$ cat config.mk
export PLATFORM = sky130hd
export DESIGN_NAME = bcc_mac
export DESIGN_NICKNAME = d
export VERILOG_FILES = /design/src/hw/rtl/assert_macros.svh /design/src/hw/rtl/bcc_pkg.sv /design/src/hw/rtl/bcc_mac.sv
export SDC_FILE = /design/constraint.sdc
export NUM_CORES = 2
export LEC_CHECK = 0
export BUFFER_PORTS_ARGS = -buffer_cell sky130_fd_sc_hd__buf_2
export CORE_ASPECT_RATIO = 0.5
export CORE_MARGIN = 2
export CORE_UTILIZATION = 45
export CTS_CLUSTER_DIAMETER = 150
export DETAILED_ROUTE_END_ITERATION = 8
export PLACE_DENSITY = 0.73
export SKIP_CTS_REPAIR_TIMING = 1
export SYNTH_ARGS = -nofsm -noshare
export SYNTH_HDL_FRONTEND = slang
export SYNTH_SLANG_ARGS = --single-unit
$ cat constraint.sdc
create_clock -name clock -period 23.4 [get_ports clock]
set_clock_uncertainty 0.2 [all_clocks]
set_input_delay 1.17 -clock clock [delete_from_list [all_inputs] [get_ports clock]]
set_output_delay 1.17 -clock clock [all_outputs]
set_load 0.02 [all_outputs]
$ cat src/hw/rtl/assert_macros.svh
// assertion macros shared by the rtl files that check their own logic
// no dependencies; every macro is clocked and disabled during reset
`ifndef ASSERT_MACROS_SVH
`define ASSERT_MACROS_SVH

// condition implies consequence in the same cycle
`define BCC_ASSERT_IMPLY(label, clk, rst, ante, cons, msg) \
   label: assert property (@(posedge clk) disable iff (rst) (ante) |-> (cons)) else $error(msg);

// condition implies consequence in the next cycle
`define BCC_ASSERT_NEXT(label, clk, rst, ante, cons, msg) \
   label: assert property (@(posedge clk) disable iff (rst) (ante) |=> (cons)) else $error(msg);

// invariant that holds at every clock edge out of reset
`define BCC_ASSERT_ALWAYS(label, clk, rst, cond, msg) \
   label: assert property (@(posedge clk) disable iff (rst) (cond)) else $error(msg);

`endif

$ cat src/hw/rtl/bcc_pkg.sv
// shared types, constants and fixed-point helpers of the balance cascade controller
// no dependencies; used by the interfaces and by every rtl module
package bcc_pkg;

   // field and datapath widths
   localparam int GAIN_FRAC_BITS_DEF = 16;
   localparam int GAIN_W   = 32;
   localparam int IN_W     = 16;
   localparam int LIMIT_W  = 16;
   localparam int DRIVE_W  = 17;
   localparam int IDX_W    = 8;
   localparam int TARGET_W = 7;
   localparam int ERR_W    = 18;
   localparam int INTEG_W  = 15;
   localparam int MUL_W    = 33;
   localparam int ACC_W    = 66;

   // control constants
   localparam int SPEED_LIMIT    = 30;
   localparam int TURN_LIMIT     = 35;
   localparam int TURN_STEP      = 7;
   localparam int INTEGRAL_LIMIT = 10000;
   localparam int FALL_LIMIT_Q8  = 40 * 256;

   // register indexes
   typedef enum logic [IDX_W-1:0] {
      CSR_UPRIGHT_KP    = 8'd0,
      CSR_UPRIGHT_KD    = 8'd1,
      CSR_SPEED_KP      = 8'd2,
      CSR_SPEED_KI      = 8'd3,
      CSR_STEER_KP      = 8'd4,
      CSR_STEER_KD      = 8'd5,
      CSR_BALANCE_ANGLE = 8'd6,
      CSR_PWM_LIMIT     = 8'd7
   } csr_index_type;

   typedef struct packed {
      logic [GAIN_W-1:0]         upright_kp;
      logic [GAIN_W-1:0]         upright_kd;
      logic [GAIN_W-1:0]         speed_kp;
      logic [GAIN_W-1:0]         speed_ki;
      logic [GAIN_W-1:0]         steer_kp;
      logic [GAIN_W-1:0]         steer_kd;
      logic signed [IN_W-1:0]    balance_angle;
      logic [LIMIT_W-1:0]        pwm_limit;
   } cfg_type;

   localparam cfg_type CFG_RESET = '{
      upright_kp:    32'd26214400,
      upright_kd:    32'd81920,
      speed_kp:      32'd22938,
      speed_ki:      32'd115,
      steer_kp:      32'd2621440,
      steer_kd:      32'd72090,
      balance_angle: 16'sd128,
      pwm_limit:     16'd7200
   };

   // control of the shared multiply-accumulate unit
   typedef struct packed {
      logic                    acc_load;
      logic                    acc_add;
      logic signed [ACC_W-1:0] load_val;
   } mac_ctl_type;

   // arithmetic shift right that rounds toward zero
   function automatic logic signed [ACC_W-1:0] trunc_shift(
      input logic signed [ACC_W-1:0] v,
      input int unsigned             sh);
      logic [ACC_W-1:0] bias;
      bias = v[ACC_W-1] ? ((ACC_W'(1) << sh) - ACC_W'(1)) : '0;
      return (v + $signed(bias)) >>> sh;
   endfunction

   // saturate to the signed 32-bit range
   function automatic logic signed [31:0] sat32(input logic signed [ACC_W-1:0] v);
      logic in_range;
      in_range = (v[ACC_W-1:31] == '0) || (v[ACC_W-1:31] == '1);
      if (in_range) begin
         return v[31:0];
      end else if (v[ACC_W-1]) begin
         return 32'sh8000_0000;
      end else begin
         return 32'sh7fff_ffff;
      end
   endfunction

endpackage

$ cat src/hw/rtl/bcc_mac.sv
// shared signed multiply-accumulate unit: registered product, then accumulate
// depends on bcc_pkg for widths and the control struct
module bcc_mac (
   input  logic                                  clock,
   input  logic signed [bcc_pkg::MUL_W-1:0]      op_a,
   input  logic signed [bcc_pkg::MUL_W-1:0]      op_b,
   input  bcc_pkg::mac_ctl_type                  ctl,
   output logic signed [bcc_pkg::ACC_W-1:0]      acc
);

   localparam int ACC_W = bcc_pkg::ACC_W;

   logic signed [ACC_W-1:0] prod_ff;
   logic signed [ACC_W-1:0] prod_in;
   logic signed [ACC_W-1:0] acc_ff;
   logic signed [ACC_W-1:0] acc_in;

   // full-width product, operands sign extended by the context
   assign prod_in = op_a * op_b;

   // accumulator: optional reload, then add of the previous product
   always_comb begin
      acc_in = ctl.acc_load ? ctl.load_val : acc_ff;
      if (ctl.acc_add) begin
         acc_in = acc_in + prod_ff;
      end
   end

   assign acc = acc_ff;

   always_ff @(posedge clock) begin
      prod_ff <= prod_in;
      acc_ff  <= acc_in;
   end

endmodule
* Yosys cells after proc, flatten, opt, wreduce, memory -nomap -nowiden
Index checks and enable logic that the tools add are counted.
Word-level totals: output and inout bits 66, flip-flop bits (word level) 132
Cells by class: $mul 1, add/subtract/negate cells 1, multiplexer cells 2
Operator list (count):
- $mux W66 | 2
- $add A66 B66 Y66 | 1
- $mul A33 B33 Y66 | 1

* Longest topological paths before layout
word-level depth 3, depth in mapped cells 30

* Least setup slack after synthesis
OpenSTA, ideal clock, no wires.
path type input-to-reg, from input op_a[32] (netlist bit), to register prod_ff[64], buffers on the path 2, setup time 0.127 ns, path slack 14.646 ns, required time 23.073 ns, arrival 8.428 ns, cell stages on the path 27, cell sequence clkbuf_1 > nand2_1 > inv_1 > fa_1 > fa_1 > fa_1 > fa_1 > inv_1 > fa_1 > inv_1 > fa_1 > inv_1 > fa_1 > fa_1 > inv_1 > ha_1 > clkbuf_1 > a21o_1 > a21o_1 > a21o_1 > a21o_1 > a21o_1 > a21oi_1 > nor2b_1 > a311oi_1 > o21ai_0 > xor2_1
Between the ends: longest elaborated chain between the ends 1
RTL lines:
- start, declared | RTL line bcc_mac.sv:5 | input logic signed [bcc_pkg::MUL_W-1:0] op_a,
- $mul A33 B33 Y66 | RTL line bcc_mac.sv:19 | assign prod_in = op_a * op_b;
- named net prod_in[64] | RTL line bcc_mac.sv:14 | logic signed [ACC_W-1:0] prod_in;
- end signal, assigned | RTL line bcc_mac.sv:32 | prod_ff <= prod_in;
- end, declared | RTL line bcc_mac.sv:13 | logic signed [ACC_W-1:0] prod_ff;
The timed path passes the listed nets, and every way through them passes these cells.

* Worst setup path in the final report
from input op_b[9] (netlist bit), to register prod_ff[59]
Between the ends: longest elaborated chain between the ends 1
RTL lines:
- start, declared | RTL line bcc_mac.sv:6 | input logic signed [bcc_pkg::MUL_W-1:0] op_b,
- $mul A33 B33 Y66 | RTL line bcc_mac.sv:19
- named net prod_in[59] | RTL line bcc_mac.sv:14
The timed path passes the listed nets, and every way through them passes these cells.

==> summary.md <==
| Metric | Value |
|---|---|
| Avg WL per Cell | approximately 22 um |
| Max frequency | between 0.1 and 0.15 GHz |
| HPWL after DPL | around 110000 um |
| Area delta synth->final | 5.29% |
| Die Y | 232 um |
| Grt met3 use | 5.89% |
| CTS buffer count | 17 |
| Cell area after layout | about 49000 sq um |
| GPL Wtd Cong | 0.948 |
| CP required | between 20 and 25 ns |
| Period utilization | between 40 and 50% |
| DR vias/cell | roughly 5.5 |
| Outcome | finished clean |
| Initial Utilization | 45.5% |
| Initial DRC Count | approximately 2900 |
| Top cells by count, synth | 1146 x fa_1, 1140 x inv_1, 586 x nand2_1, 563 x and2_1, 282 x ha_1 |
| Maximum clock path buffer count | 2 |
| CTS root buffer | clkbuf_16 |
| Initial antenna violation count | 4 |
| Seq cells post-synth | 132 |
| Syn Area/Cell | between 9 and 10 sq um |
| Die area | approximately 110000 sq um |
| Final setup viols | 0 |
| Vias | ~35000 |
| Yosys top cell area share | between 40% and 50% |
| Max-slew violations | 0 |
| Crit path DAT | between 9 and 10 ns |
| Largest net degree at the start of global routing | about 100 |
| Sequential share of the synthesized area | ~5.7% |
| Layout cells sized above 1 | between 6 and 7% |
| Crit path time final | around 9.7 ns |
| Most common cell in the netlist | fa_1 |
| Post-Syn Nets | about 6700 |
| Clock latency at the later pin of the worst-skew pair | around 0.48 ns |
| Worst min-delay path category | flip-flop to flip-flop |
| Kind of critical path | input port to flip-flop |
| Critical Path Fanout Max | 33 |
| Maxcap violations | 0 |
| Worst-Margin Slew | around 1.1 ns |
| Port bufs | 200 |
| Detail Route Antenna Nets | 0 |
| GR Util met1 | 35.6% |
| Setup_tns | 0 ns |
| # rows | just over 80 |
| Yosys cell types | 73 |
| Post-synth EDFFs | 0 |
| Met2 Resource Use GR | between 40 and 50% |
| Core box area | ~100000 sq um |
| Total global routing overflow | 0 |
| Fraction of registers with async set/reset | 0% |
| Synth area leader | fa_1 |
| GRT Util Overall | about 27% |
| Global-route wire length before repair | 222000 um |
| Yosys warning count | 0 |
| Drt drc | 0 |
| Drt first pass iters | 6 |
| CTS tree | done |
| Startpoint class of the critical path | input port |
| H-tree depth | 4 |
| Worst Setup End Kind | flip-flop |
| Vias in the first global route | between 30000 and 40000 |
| I/O pins | about 200 |
| WL final | ~140000 um |
| Top FF cell, synth | dfxtp_1 |
| CTS Sinks | between 100 and 150 |
| Clk slew on worst S/H paths | approximately 0.07 ns |
| Post-Syn Area | roughly 47000 sq um |
| Final Hold Viols | 0 |
| Post-Syn Instances | approximately 5100 |
| Placed cell areas | 48600 sq um |
| Synth area leaders | fa_1 49%, inv_1 9.2%, ha_1 7.6% |
| Max-Slew Margin vs Limit | ~28% |
| Chip width | ~460 um |
| Grt peak-use layer | met2 |
| RSZ-0062 raised after global routing | false |
| NumNets Final | 6642 |
==> routing by layer <==
metal / vias to the layer above / wire, um / part of all wire, %
li1: 15105 / - / -
met4: 2 / 4650 / 3.3
met2: 1739 / 64600 / 46
met3: 320 / 13400 / 9.6
met1: 18177 / 56600 / 41
met5: - / 11 / 0.0079
==> stage by stage <==
step | std cells | utilization [%] | hold WS, ns | setup WS (ns)
finish | 6453 | 47.9 | 0.414 | 13.72
global route | 6452 | 47.9 | 0.461 | 13.30
CTS | 6452 | 47.9 | 0.416 | 13.92
detailed placement | 6420 | 47.3 | 0.397 | 13.37
global placement | 6420 | 47.3 | 0.395 | 13.54
floorplan | 5102 | - | 0.357 | 14.65
==> area by class of cell <==
| cell class | count | area (sq um) |
|---|---|---|
| Fill cell | 9513 | 53500 |
| Multi-Input combinational cell | 3568 | 38800 |
| Inverter | 1141 | 4280 |
| Sequential cell | 132 | 2640 |
| Tap cell | 1360 | 1700 |
| Timing Repair Buffer | 219 | 1150 |
| Clock buffer | 18 | 439 |
| Clock inverter | 14 | 166 |
| Antenna cell | 1 | 2.50 |
==> sequential cells by signal, summed over array words and instances (netlist names) <==
| signal | count |
|---|---|
| prod_ff | 66 |
| acc | 66 |
==> critical path, cell delays in order <==
cell      delay, ns
buf_2          0.80
nand2_1        0.21
fa_1           0.58
inv_1          0.06
fa_1           0.44
fa_1           0.52
inv_1          0.06
fa_1           0.45
fa_1           0.52
inv_1          0.06
fa_1           0.50
fa_1           0.51
inv_1          0.06
fa_1           0.53
inv_1          0.06
ha_1           0.38
a21oi_1        0.21
o41ai_2        0.14
o41ai_1        0.70
a211oi_2       0.14
o21ai_1        0.36
o21ai_1        0.19
a311oi_2       0.43
o21ai_0        0.24
o41ai_1        0.36
xnor2_1        0.16
==> placed cells by master (no fill, tap or decap), types with 20 or more instances in the layout <==
| cell | instances |
|---|---|
| and2_1 | 563 |
| buf_2 | 199 |
| xnor2_1 | 87 |
| fa_1 | 1146 |
| o21bai_1 | 24 |
| nand2_1 | 586 |
| buf_4 | 20 |
| mux2_2 | 69 |
| inv_1 | 1140 |
| xor2_1 | 47 |
| nor2_1 | 140 |
| nand3_1 | 25 |
| o21ai_0 | 78 |
| and3_1 | 20 |
| o21a_1 | 20 |
| dfxtp_1 | 132 |
| nand4_1 | 22 |
| a21o_1 | 77 |
| a21oi_1 | 183 |
| ha_1 | 282 |
==> path summary, 6_finish.rpt <==
kind                                 startpoint  slack, ns                  end  cells after the start
worst max-delay path                    op_b[9]      13.72  prod_ff[59]$_DFF_P_                     26
worst min-delay path             acc[3]$_DFF_P_       0.41       acc[3]$_DFF_P_                      2
worst max register to register  acc[16]$_DFF_P_      19.02      acc[63]$_DFF_P_                     12
worst min register to register   acc[3]$_DFF_P_       0.41       acc[3]$_DFF_P_                      2
==> kinds of logic (layout without fill, tap and decap cells) <==
group                      after synthesis  count (layout)  synth area share, %
AOI/OAI and AO/OA                      507             507                 7.00
xor gates and xnor gates               134             134                 2.51
adders and majority gates             1428            1428                 56.7
buffers and inverters                 1402            1392                 11.3
DFF                                    132             132                 5.66
muxes                                   69              69                 1.66
other                                    0               1                    0
and+or+nand+nor                       1430            1430                 15.2
Power is left out: the tool's default activity adds up to more than one toggle a clock period on the data nets, which glitch-free logic cannot reach.
