## config.mk

```make
export PLATFORM = sky130hd
export DESIGN_NAME = bcc_csr_flat
export DESIGN_NICKNAME = d
export VERILOG_FILES = /design/src/hw/rtl/assert_macros.svh /design/src/hw/rtl/bcc_pkg.sv /design/src/hw/rtl/bcc_if.sv /design/src/hw/rtl/bcc_csr.sv /design/src/flat_wrapper.sv
export SDC_FILE = /design/constraint.sdc
export NUM_CORES = 1
export LEC_CHECK = 0
export BUFFER_PORTS_ARGS = -buffer_cell sky130_fd_sc_hd__buf_2
export CAP_MARGIN = 20
export CELL_PAD_IN_SITES_DETAIL_PLACEMENT = 2
export CELL_PAD_IN_SITES_GLOBAL_PLACEMENT = 2
export CORE_UTILIZATION = 28
export DETAILED_ROUTE_END_ITERATION = 10
export PLACE_DENSITY = 0.84
export SYNTH_ARGS = -nofsm -noshare
export SYNTH_HDL_FRONTEND = slang
export SYNTH_SLANG_ARGS = --single-unit
```

## constraint.sdc

```tcl
create_clock -name clock -period 1.8 [get_ports clock]
set_clock_uncertainty 0.15 [all_clocks]
set_input_delay 0.36 -clock clock [delete_from_list [all_inputs] [get_ports clock]]
set_output_delay 0.36 -clock clock [all_outputs]
set_load 0.03 [all_outputs]
```

## src/hw/rtl/assert_macros.svh

```systemverilog
// assertion macros shared by the rtl files that check their own logic
// no dependencies; every macro is clocked and disabled during reset
`ifndef ASSERT_MACROS_SVH
`define ASSERT_MACROS_SVH

// condition implies consequence in the same cycle
`define BCC_ASSERT_IMPLY(label, clk, rst, ante, cons, msg) \
   label: assert property (@(posedge clk) disable iff (rst) (ante) |-> (cons)) else $error(msg);

// condition implies consequence in the next cycle
`define BCC_ASSERT_NEXT(label, clk, rst, ante, cons, msg) \
   label: assert property (@(posedge clk) disable iff (rst) (ante) |=> (cons)) else $error(msg);

// invariant that holds at every clock edge out of reset
`define BCC_ASSERT_ALWAYS(label, clk, rst, cond, msg) \
   label: assert property (@(posedge clk) disable iff (rst) (cond)) else $error(msg);

`endif

```

## src/hw/rtl/bcc_pkg.sv

```systemverilog
// shared types, constants and fixed-point helpers of the balance cascade controller
// no dependencies; used by the interfaces and by every rtl module
package bcc_pkg;

   // field and datapath widths
   localparam int GAIN_FRAC_BITS_DEF = 16;
   localparam int GAIN_W   = 32;
   localparam int IN_W     = 16;
   localparam int LIMIT_W  = 16;
   localparam int DRIVE_W  = 17;
   localparam int IDX_W    = 8;
   localparam int TARGET_W = 7;
   localparam int ERR_W    = 18;
   localparam int INTEG_W  = 15;
   localparam int MUL_W    = 33;
   localparam int ACC_W    = 66;

   // control constants
   localparam int SPEED_LIMIT    = 30;
   localparam int TURN_LIMIT     = 35;
   localparam int TURN_STEP      = 7;
   localparam int INTEGRAL_LIMIT = 10000;
   localparam int FALL_LIMIT_Q8  = 40 * 256;

   // register indexes
   typedef enum logic [IDX_W-1:0] {
      CSR_UPRIGHT_KP    = 8'd0,
      CSR_UPRIGHT_KD    = 8'd1,
      CSR_SPEED_KP      = 8'd2,
      CSR_SPEED_KI      = 8'd3,
      CSR_STEER_KP      = 8'd4,
      CSR_STEER_KD      = 8'd5,
      CSR_BALANCE_ANGLE = 8'd6,
      CSR_PWM_LIMIT     = 8'd7
   } csr_index_type;

   typedef struct packed {
      logic [GAIN_W-1:0]         upright_kp;
      logic [GAIN_W-1:0]         upright_kd;
      logic [GAIN_W-1:0]         speed_kp;
      logic [GAIN_W-1:0]         speed_ki;
      logic [GAIN_W-1:0]         steer_kp;
      logic [GAIN_W-1:0]         steer_kd;
      logic signed [IN_W-1:0]    balance_angle;
      logic [LIMIT_W-1:0]        pwm_limit;
   } cfg_type;

   localparam cfg_type CFG_RESET = '{
      upright_kp:    32'd26214400,
      upright_kd:    32'd81920,
      speed_kp:      32'd22938,
      speed_ki:      32'd115,
      steer_kp:      32'd2621440,
      steer_kd:      32'd72090,
      balance_angle: 16'sd128,
      pwm_limit:     16'd7200
   };

   // control of the shared multiply-accumulate unit
   typedef struct packed {
      logic                    acc_load;
      logic                    acc_add;
      logic signed [ACC_W-1:0] load_val;
   } mac_ctl_type;

   // arithmetic shift right that rounds toward zero
   function automatic logic signed [ACC_W-1:0] trunc_shift(
      input logic signed [ACC_W-1:0] v,
      input int unsigned             sh);
      logic [ACC_W-1:0] bias;
      bias = v[ACC_W-1] ? ((ACC_W'(1) << sh) - ACC_W'(1)) : '0;
      return (v + $signed(bias)) >>> sh;
   endfunction

   // saturate to the signed 32-bit range
   function automatic logic signed [31:0] sat32(input logic signed [ACC_W-1:0] v);
      logic in_range;
      in_range = (v[ACC_W-1:31] == '0) || (v[ACC_W-1:31] == '1);
      if (in_range) begin
         return v[31:0];
      end else if (v[ACC_W-1]) begin
         return 32'sh8000_0000;
      end else begin
         return 32'sh7fff_ffff;
      end
   endfunction

endpackage

```

## src/hw/rtl/bcc_if.sv

```systemverilog


interface bcc_csr_if;
   logic                                valid;
   logic                                ready;
   logic [bcc_pkg::IDX_W-1:0]           index;
   logic [bcc_pkg::GAIN_W-1:0]          data;

   modport source (output valid, index, data, input ready);
   modport sink   (input valid, index, data, output ready);
endinterface

```

## src/hw/rtl/bcc_csr.sv

```systemverilog
// configuration register bank: gains, balance angle and drive limit
// depends on bcc_pkg and bcc_csr_if
module bcc_csr (
   input  logic             clock,
   input  logic             reset,
   bcc_csr_if.sink          csr_ch,
   output bcc_pkg::cfg_type cfg
);

   bcc_pkg::cfg_type cfg_ff;
   bcc_pkg::cfg_type cfg_in;

   assign csr_ch.ready = 1'b1;
   assign cfg          = cfg_ff;

   // register write decode, unknown indexes are dropped
   always_comb begin
      cfg_in = cfg_ff;
      if (csr_ch.valid && csr_ch.ready) begin
         unique case (csr_ch.index)
            bcc_pkg::CSR_UPRIGHT_KP:    cfg_in.upright_kp    = csr_ch.data;
            bcc_pkg::CSR_UPRIGHT_KD:    cfg_in.upright_kd    = csr_ch.data;
            bcc_pkg::CSR_SPEED_KP:      cfg_in.speed_kp      = csr_ch.data;
            bcc_pkg::CSR_SPEED_KI:      cfg_in.speed_ki      = csr_ch.data;
            bcc_pkg::CSR_STEER_KP:      cfg_in.steer_kp      = csr_ch.data;
            bcc_pkg::CSR_STEER_KD:      cfg_in.steer_kd      = csr_ch.data;
            bcc_pkg::CSR_BALANCE_ANGLE: cfg_in.balance_angle =
                                           csr_ch.data[bcc_pkg::IN_W-1:0];
            bcc_pkg::CSR_PWM_LIMIT:     cfg_in.pwm_limit     =
                                           csr_ch.data[bcc_pkg::LIMIT_W-1:0];
            default:                    cfg_in = cfg_ff;
         endcase
      end
   end

   always_ff @(posedge clock) begin
      if (reset) begin
         cfg_ff <= bcc_pkg::CFG_RESET;
      end else begin
         cfg_ff <= cfg_in;
      end
   end

endmodule

```

## src/flat_wrapper.sv

```systemverilog
// flat-port wrapper written by rule: the top's interface ports become plain ports
module bcc_csr_flat 
  (clock, reset, cfg, csr_ch_valid, csr_ch_index, csr_ch_data, csr_ch_ready);
  bcc_csr_if csr_ch_i ();
  input  logic clock;
  input  logic reset;
  output bcc_pkg::cfg_type cfg;
  input wire logic [$bits(csr_ch_i.valid)-1:0] csr_ch_valid;
  input wire logic [$bits(csr_ch_i.index)-1:0] csr_ch_index;
  input wire logic [$bits(csr_ch_i.data)-1:0] csr_ch_data;
  output wire logic [$bits(csr_ch_i.ready)-1:0] csr_ch_ready;
  assign csr_ch_i.valid = csr_ch_valid;
  assign csr_ch_i.index = csr_ch_index;
  assign csr_ch_i.data = csr_ch_data;
  assign csr_ch_ready = csr_ch_i.ready;
  bcc_csr u_core (.clock(clock), .reset(reset), .csr_ch(csr_ch_i), .cfg(cfg));
endmodule
```

# Word level (Yosys, flattened, before mapping)
# Cells that the tools add are included.
dict set report classes {
  addsub 0
  multipliers 0
  div 0
  order_cmp 0
  n_eq_ne 7
  shift 0
  muxes 0
  bitwise_logic 0
  reduce_logical 9
}
# cell count
set ops {}
lappend ops {{8-bit by 3-bit equality test with 1-bit output (second input constant)} 4}
lappend ops {{8-bit by 2-bit equality test with 1-bit output (second input constant)} 2}
lappend ops {{2-bit AND reduction} 8}
lappend ops {{8-bit by 1-bit equality test with 1-bit output (second input constant)} 1}
lappend ops {{8-bit zero test} 1}
dict set report totals {
  regBits 224
  latchBits 0
  ram_bits 0
  rom_bits 0
  inputBits 43
  output_inout_bits 225
  elab_cells 24
  n_memories 0
}

# Longest topological paths before layout
# Gate-level depths: netlist of the first run.
dict set report depth {
  word_depth 2
  mapped_depth 6
  ltp_nobuf 3
}

# Worst setup path after synthesis of the first run
# OpenSTA, ideal clock, no wires.
dict set report synth_timing {
  path_kind {input -> register}
  startpoint {in csr_ch_index[5]}
  endpoint {reg u_core.cfg_ff (netlist bit u_core.cfg[13])}
  setup_ps 129
  arrival_time_ps 1520
  required_time_ps 1521
  path_slack_ps 1
  stages 4
  n_path_buf 1
  cell_sequence {nor4_4 > nand4_2 > buf_2 > mux2i_1}
}
dict set report synth_between {
  elab_chain_len 2
}
# element line
set synth_rtl {}
lappend synth_rtl {{start, declared} flat_wrapper.sv:9} ;# input wire logic [$bits(csr_ch_i.index)-1:0] csr_ch_index;
lappend synth_rtl {{8-bit by 3-bit equality test with 1-bit output} bcc_csr.sv:20} ;# unique case (csr_ch.index)
lappend synth_rtl {{2-bit AND reduction (no source line)} --}
lappend synth_rtl {{end signal, assigned} bcc_csr.sv:38} ;# cfg_ff <= bcc_pkg::CFG_RESET;
lappend synth_rtl {{end signal, assigned} bcc_csr.sv:40} ;# cfg_ff <= cfg_in;
lappend synth_rtl {{end, declared} bcc_csr.sv:10} ;# bcc_pkg::cfg_type cfg_ff;
# No other way between the ends.
# A chain may end at the register's enable or synchronous reset.

# Final worst setup path of the first run
dict set report layout_timing {
  startpoint {reg u_core.cfg_ff (netlist bit u_core.cfg[146])}
  endpoint {out cfg[146] (netlist bit)}
}
# element line
set layout_lines {}
lappend layout_lines {{end, declared} flat_wrapper.sv:7} ;# output bcc_pkg::cfg_type cfg;
# No word-level cell between the ends.

==> results.md, run 1 <==
* CP Max Fanout at 2
* Design area at 11800 um^2
* XOR/XNOR share of the synthesized area at 0%
* Fin nets at 1140
* Initial core utilization at 28.4%
* Root buffer cell: clkbuf_16
* DIE AREA at around 32000 um^2
* Port bufs at roughly 270
* Post-DP Area at approximately 11000 um^2
* Bufs and invs on worst path at 1
* Final ANT Viol Nets at 0
* Synthesis-stage register bit count at around 220
* Final Hold Fails at 0
* Syn Inst Count at 797
* Post-synthesis mux area share at 25.8%
* Fin crit period at 1640 ps
* Delay-heaviest family, CP: flip-flops
* Logic pwr share at 4.6%
* Most common cell after layout, fill and taps aside: buf_2
* Area grow syn2layout at 35.6%
* Total track usage at 19.2%
* First DRT Iteration DRCs at 206
* Seq/Total Area, Yosys at 51.6%
* Sequential power share at 47.7%
* Global route total overflow at 0
* Sw Pwr at 0.00232 W
* Startpoint Class: register
* Unrepaired setup endpoints after global routing: no
* Critical path arrival at 1130 ps
* CTS tree: done
* Synth Warn # at 0
* Final setup fails at 0
* Crit path cell chain: buf_2
* Routability cong. at ~0.76
* Synth top area cells: dfxtp_1, mux2i_1, nand2b_1, nor2_1, clkbuf_1
* Final period utilization at 90.9%
* Type of the worst min-delay path: in -> reg
* Simple-gate share of the synthesized area at between 15 and 20%
* Die H at 178 um
* Placed Instances at 1455
* Routed WL at 31100 um
* Worst path required time at 1290 ps
* Syn nets at 840
* Pre-Repair DR Iteration Count at 4
* Worst path max stage delay at between 300 and 400 ps
* Largest register FFs at 224
* Lkg Pwr at a little over 6 nW
* Initial antenna violation count at 2
* Core box area at a little over 30000 um^2
* CTS Buffer Depth at 3
* Post-Syn Area per Cell at 10.9 um^2
* Yosys top cell area share at 51.6%
* Distinct cells, synth at 18
* Setup Slack @ Placement at -199 ps
* Mapped Area at roughly 8700 um^2
* Routed length per instance at 20.7 um
* Layout cells sized above 1 at approximately a third
* Internal power component at 0.00809 W
* Post-Synth Adder-Cell Area at 0%
* Setup CP Type: reg -> out
* First-pass GRT wire length at 46100 um
* Max-slew violations at 0
* Final Non-Filler Cells at approximately 1.5k
* Fin Hold WS at 23.1 ps
* Pin count of the biggest net entering global routing at 42
* Via density at between 4 and 5
* Largest family of logic cells by synthesized area: multiplexers
* DR vias at 6864
* Critical path capture point type: output pin
* Vias in the first global route at slightly below 8k
* Largest area contributor in the netlist: dfxtp_1
* Clock Power Share at 47.7%
* # DRC at 0
* Compound-gate portion of the synthesized area at 0%
* Worst Setup Slack, final at 164 ps
* CP max stage cell: dfxtp_1
* Max cap viols at 0
* Most frequent cells in the layout: buf_2, mux2i_1, dfxtp_1
* CTS clk-pin slew, worst paths at 60 ps
* Fmax at 611 MHz
* Pwr dens at 884 nW/um^2
* Layout Utilization at 38.5%
* FP Rows at 64
* Die Wd at 178 um
* Peak VDD IR at 0.485 mV
* Cts bufs inserted at 26
* IO Count at 268
* DPL Wire Length at roughly 22000 um
* H-tree Lvls at 1
* Clk Latency, worst-skew pair at 520 ps
* Outcome: complete, no violations
* # clock sinks at 224
* Sw frac at 22.3%
==> Yosys cell counts <==
master / instances
conb_1: 1
and4_1: 1
nor4_4: 1
nand3_1: 5
nand2b_1: 223
nor2_1: 52
dfxtp_1: 224
nor3b_1: 1
nand3_2: 1
nand4_2: 1
and3_1: 2
and3b_1: 1
nor2b_1: 2
clkbuf_1: 33
buf_1: 6
buf_4: 4
mux2i_1: 224
buf_2: 15
==> timing repair <==
item / in CTS / in global routing
resized for setup: 0 / 0
setup endpoints to repair: 0 / 0
hold buffers: 10 / 0
hold endpoints to repair: 11 / 0
buffers inserted: 0 / 0
==> kinds of logic after synthesis <==
kind of cell	after synthesis
other cells	1
simple gates	290
buf+inv	58
mux	224
flops	224
==> power by group through the flow <==
stage	Combinational (W)	Sequential (W)	Clock (W)
floorplan	0.000229	0.00509	0
global placement	0.000456	0.00508	0
detailed placement	0.000468	0.00508	0
CTS	0.000488	0.00497	0.00511
global route	0.000515	0.00497	0.00532
finish	0.000479	0.00497	0.00496
==> cell type report <==
cell class / count / area, um^2
well taps: 396 / 495
flip-flops and latches: 224 / 4480
clock inverters: 3 / 20.0
clock buffers: 38 / 767
diodes: 1 / 2.50
multi-input cells: 515 / 3980
repair buffers: 330 / 2030
fillers: 3306 / 18800
==> layer usage <==
layer,track usage [%],share of wire [%],up-vias
met5,0,0.026,-
met4,5.12,2.1,2
met3,5.58,7.4,48
met2,35.7,51,216
met1,21.1,40,3382
li1,-,-,3216
==> stage by stage <==
stage / setup TNS [ps] / total power (W)
floorplan: 0 / 0.00532
global placement: -2090 / 0.00553
detailed placement: -7690 / 0.00554
CTS: 0 / 0.0106
global route: 0 / 0.0108
finish: 0 / 0.0104
==> worst paths after layout <==
kind / startpoint / end / slack (ps) / cells past startpoint
worst max-delay path: u_core.cfg[146]$_SDFFE_PP0P_ / cfg[146] / 160 / 1
worst min-delay path: csr_ch_data[1] / u_core.cfg[129]$_SDFFE_PP1P_ / 20 / 3
worst max register to register: u_core.cfg[4]$_SDFFE_PP0P_ / u_core.cfg[4]$_SDFFE_PP0P_ / 910 / 2
worst min register to register: u_core.cfg[130]$_SDFFE_PP0P_ / u_core.cfg[130]$_SDFFE_PP0P_ / 320 / 2
Note: power is estimated with default switching activity, not from simulation.
==> run 2: changes to the inputs <==
--- a/config.mk
+++ b/config.mk
@@ -12,6 +12,7 @@
 export CORE_UTILIZATION = 28
 export DETAILED_ROUTE_END_ITERATION = 10
 export PLACE_DENSITY = 0.84
+export SETUP_SLACK_MARGIN = 0.4
 export SYNTH_ARGS = -nofsm -noshare
 export SYNTH_HDL_FRONTEND = slang
 export SYNTH_SLANG_ARGS = --single-unit
==> run 2 against run 1 <==
Against the previous run: critical endpoint is now cfg[118]; combinational power up 4%; wire length increased by 33%; clock power increased by 9.5%; cell count is 12% higher; critical path type unchanged; global-route usage rose by 4.0 points; via count grew 13%; sequential power hardly changed; total power is 4.5% higher; non-clock buffer count rose by 174.
==> results.md, run 2 (same netlist as run 1, synthesis figures left out) <==
* Initial antenna violation count at 0 (-2)
* Global route total overflow at 0 (unchanged)
* Outcome: complete, no violations
* R2r endpoint: u_core.cfg[149]$_SDFFE_PP0P_
* Sequential power share at 45.6% (-2.1 points)
* Vias in the first global route at 8692 (+13%)
* Port bufs at 266 (unchanged)
* # clock sinks at 224 (unchanged)
* Routability cong. at 0.742 (-1.8%)
* Fin Hold WS at 44.6 ps (+21.5 ps)
* Initial core utilization at 28.4% (unchanged)
* Unrepaired setup endpoints after global routing: yes
* Critical path capture point type: output pin
* CP max stage cell: dfxtp_2
* Total track usage at 23.2% (+4.0 points)
* DR vias at 7763 (+13%)
* # DRC at 0 (unchanged)
* DPL Wire Length at 20800 um (-7.1%)
* CTS Buffer Depth at 3 (unchanged)
* Layout Utilization at 48.8% (+10 points)
* Setup TNS at 0 ps (unchanged)
* FP Rows at 64 (unchanged)
* DIE AREA at 31700 um^2 (unchanged)
* WHS Path Cells at 3 (unchanged)
* Cts bufs inserted at 26 (unchanged)
* Design area at 14900 um^2 (+27%)
* Critical path arrival at 1060 ps (-70 ps)
* Via density at 4.62 (+1.3%)
* Clk Latency, worst-skew pair at 530 ps (about the same)
* Routed length per instance at 24.6 um (+19%)
* Max-slew violations at 0 (unchanged)
* Final setup fails at 0 (unchanged)
* Core box area at 30600 um^2 (unchanged)
* Fmax at 639 MHz (+4.5%)
* Setup CP Type: reg -> out
* Sw frac at 23.1% (+0.76 points)
* CP Max Fanout at 2 (unchanged)
* Peak VDD IR at 0.613 mV (+26%)
* Max cap viols at 0 (unchanged)
* Crit path cell chain: buf_6
* Die H at 178 um (unchanged)
* Layout cells sized above 1 at 59.5% (+27 points)
* Clock Power Share at 49.9% (+2.2 points)
* CTS tree: done
* Most common cell after layout, fill and taps aside: buf_6
* Fin crit period at 1570 ps (-70.4 ps)
* Internal power component at 0.00837 W (+3.5%)
* Post-DP Area at 10800 um^2 (-1.2%)
* R2R Setup Slk at 600 ps (-310 ps)
* Final Hold Fails at 0 (unchanged)
* Worst slew margin at 60.7%
* First-pass GRT wire length at 54900 um (+19%)
* Most frequent cells in the layout: buf_6, nand2b_1, mux2i_1, dfxtp_2, buf_4
* Fin nets at 1314 (+15%)
* H-tree Lvls at 1 (unchanged)
* CTS clk-pin slew, worst paths at 60 ps (about the same)
* Min-delay src: csr_ch_data[2]
* Pin count of the biggest net entering global routing at 56 (+33%)
* Tot Pwr at 0.0109 W (+4.5%)
* Lkg Pwr at 7.45 nW (+21%)
* Area grow syn2layout at 71.8%
* Logic pwr share at 4.6% (about the same)
* First DRT Iteration DRCs at 254 (+23%)
* Number of diodes at 0 (-1)
* Sw Pwr at 0.00251 W (+8.1%)
* Die Wd at 178 um (unchanged)
* Bufs and invs on worst path at 1 (unchanged)
* Worst r2r path cells at 3 (+1)
* Final ANT Viol Nets at 0 (unchanged)
* Startpoint Class: register
* Routed WL at 41400 um (+33%)
* Hold Path End: u_core.cfg[98]$_SDFFE_PP0P_
* Final period utilization at 87.0% (-3.9 points)
* IO Count at 268 (unchanged)
* Type of the worst min-delay path: in -> reg
* Reg2Reg Launch Point: u_core.cfg[149]$_SDFFE_PP0P_
* Largest register FFs at 224 (unchanged)
* Pwr dens at 729 nW/um^2 (-18%)
* Root buffer cell: clkbuf_16
* Worst path max stage delay at 380 ps (about the same)
* Worst path required time at 1290 ps (about the same)
* Worst-Margin Slew at approximately 600 ps
* Delay-heaviest family, CP: flip-flops
* Pre-Repair DR Iteration Count at 4 (unchanged)
[run 2: cell types whose count changed in the layout (fill, tap and decap cells not counted), moves of 3 or more]
cell,delta
buf_6,+227
buf_2,-226
dfxtp_1,-224
dfxtp_2,+221
buf_4,+165
dlygate4sd3_1,+6
dfxtp_4,+3
mux2i_1,-3
[run 2: power by group through the flow]
stage	clock [W]	sequential [W]	combinational, W
global placement	0	0.00508	0.000419
detailed placement	0	0.00508	0.000424
CTS	0.00540	0.00497	0.000467
global route	0.00571	0.00496	0.000525
floorplan	0	0.00509	0.000230
finish	0.00543	0.00496	0.000498
[run 2: worst max-delay path by stage]
| stage | startpoint | to | slack (ps) | depth (start not counted) |
|---|---|---|---|---|
| after floorplan | csr_ch_index[5] | u_core.cfg[31]$_SDFFE_PP0P_ | 30 | 4 |
| after global placement | csr_ch_index[1] | u_core.cfg[47]$_SDFFE_PP0P_ | -70 | 6 |
| after detailed placement | csr_ch_index[1] | u_core.cfg[55]$_SDFFE_PP0P_ | -130 | 6 |
| after CTS | u_core.cfg[96]$_SDFFE_PP1P_ | cfg[96] | 230 | 1 |
| after global routing | u_core.cfg[10]$_SDFFE_PP1P_ | cfg[10] | 200 | 1 |
| final | u_core.cfg[118]$_SDFFE_PP0P_ | cfg[118] | 230 | 1 |
[run 2: repair_timing]
item | 4_1_cts | 5_1_grt
hold endpoints to repair | 21 | 0
cloned | 0 | 1
setup endpoints to repair | 224 | 258
resized for setup | 672 | 13
buffers inserted | 87 | 100
pin swaps | 0 | 1
hold buffers | 16 | 0
[run 2: cell type report]
cell class,instances,area (um^2)
flip-flops and latches,224,4770
fillers,2949,15700
repair buffers,504,4800
well taps,396,495
clock inverters,7,90.1
multi-input cells,515,4020
clock buffers,36,759
[run 2: metrics by stage]
step	setup WS [ps]	instances
after floorplan	25.2	797
final	234	1682
after global placement	-69.1	1435
after global routing	199	1682
after detailed placement	-130	1435
after CTS	234	1581
[run 2: per-layer routing]
| layer | wire, um | track usage (%) | share of wire, % | vias to the layer above |
|---|---|---|---|---|
| met4 | 1310 | 6.21 | 3.1 | 0 |
| met5 | 0 | 0 | 0 | - |
| li1 | - | - | - | 3558 |
| met1 | 14500 | 23.0 | 35 | 3888 |
| met2 | 23300 | 46.7 | 56 | 243 |
| met3 | 2320 | 6.18 | 5.6 | 74 |
[run 2: worst min-delay path, delay by kind of cell]
kind / cells / cell delay [ps]
and+or+nand+nor: 1 / 130
buffers and inverters: 1 / 100
muxes: 1 / 90
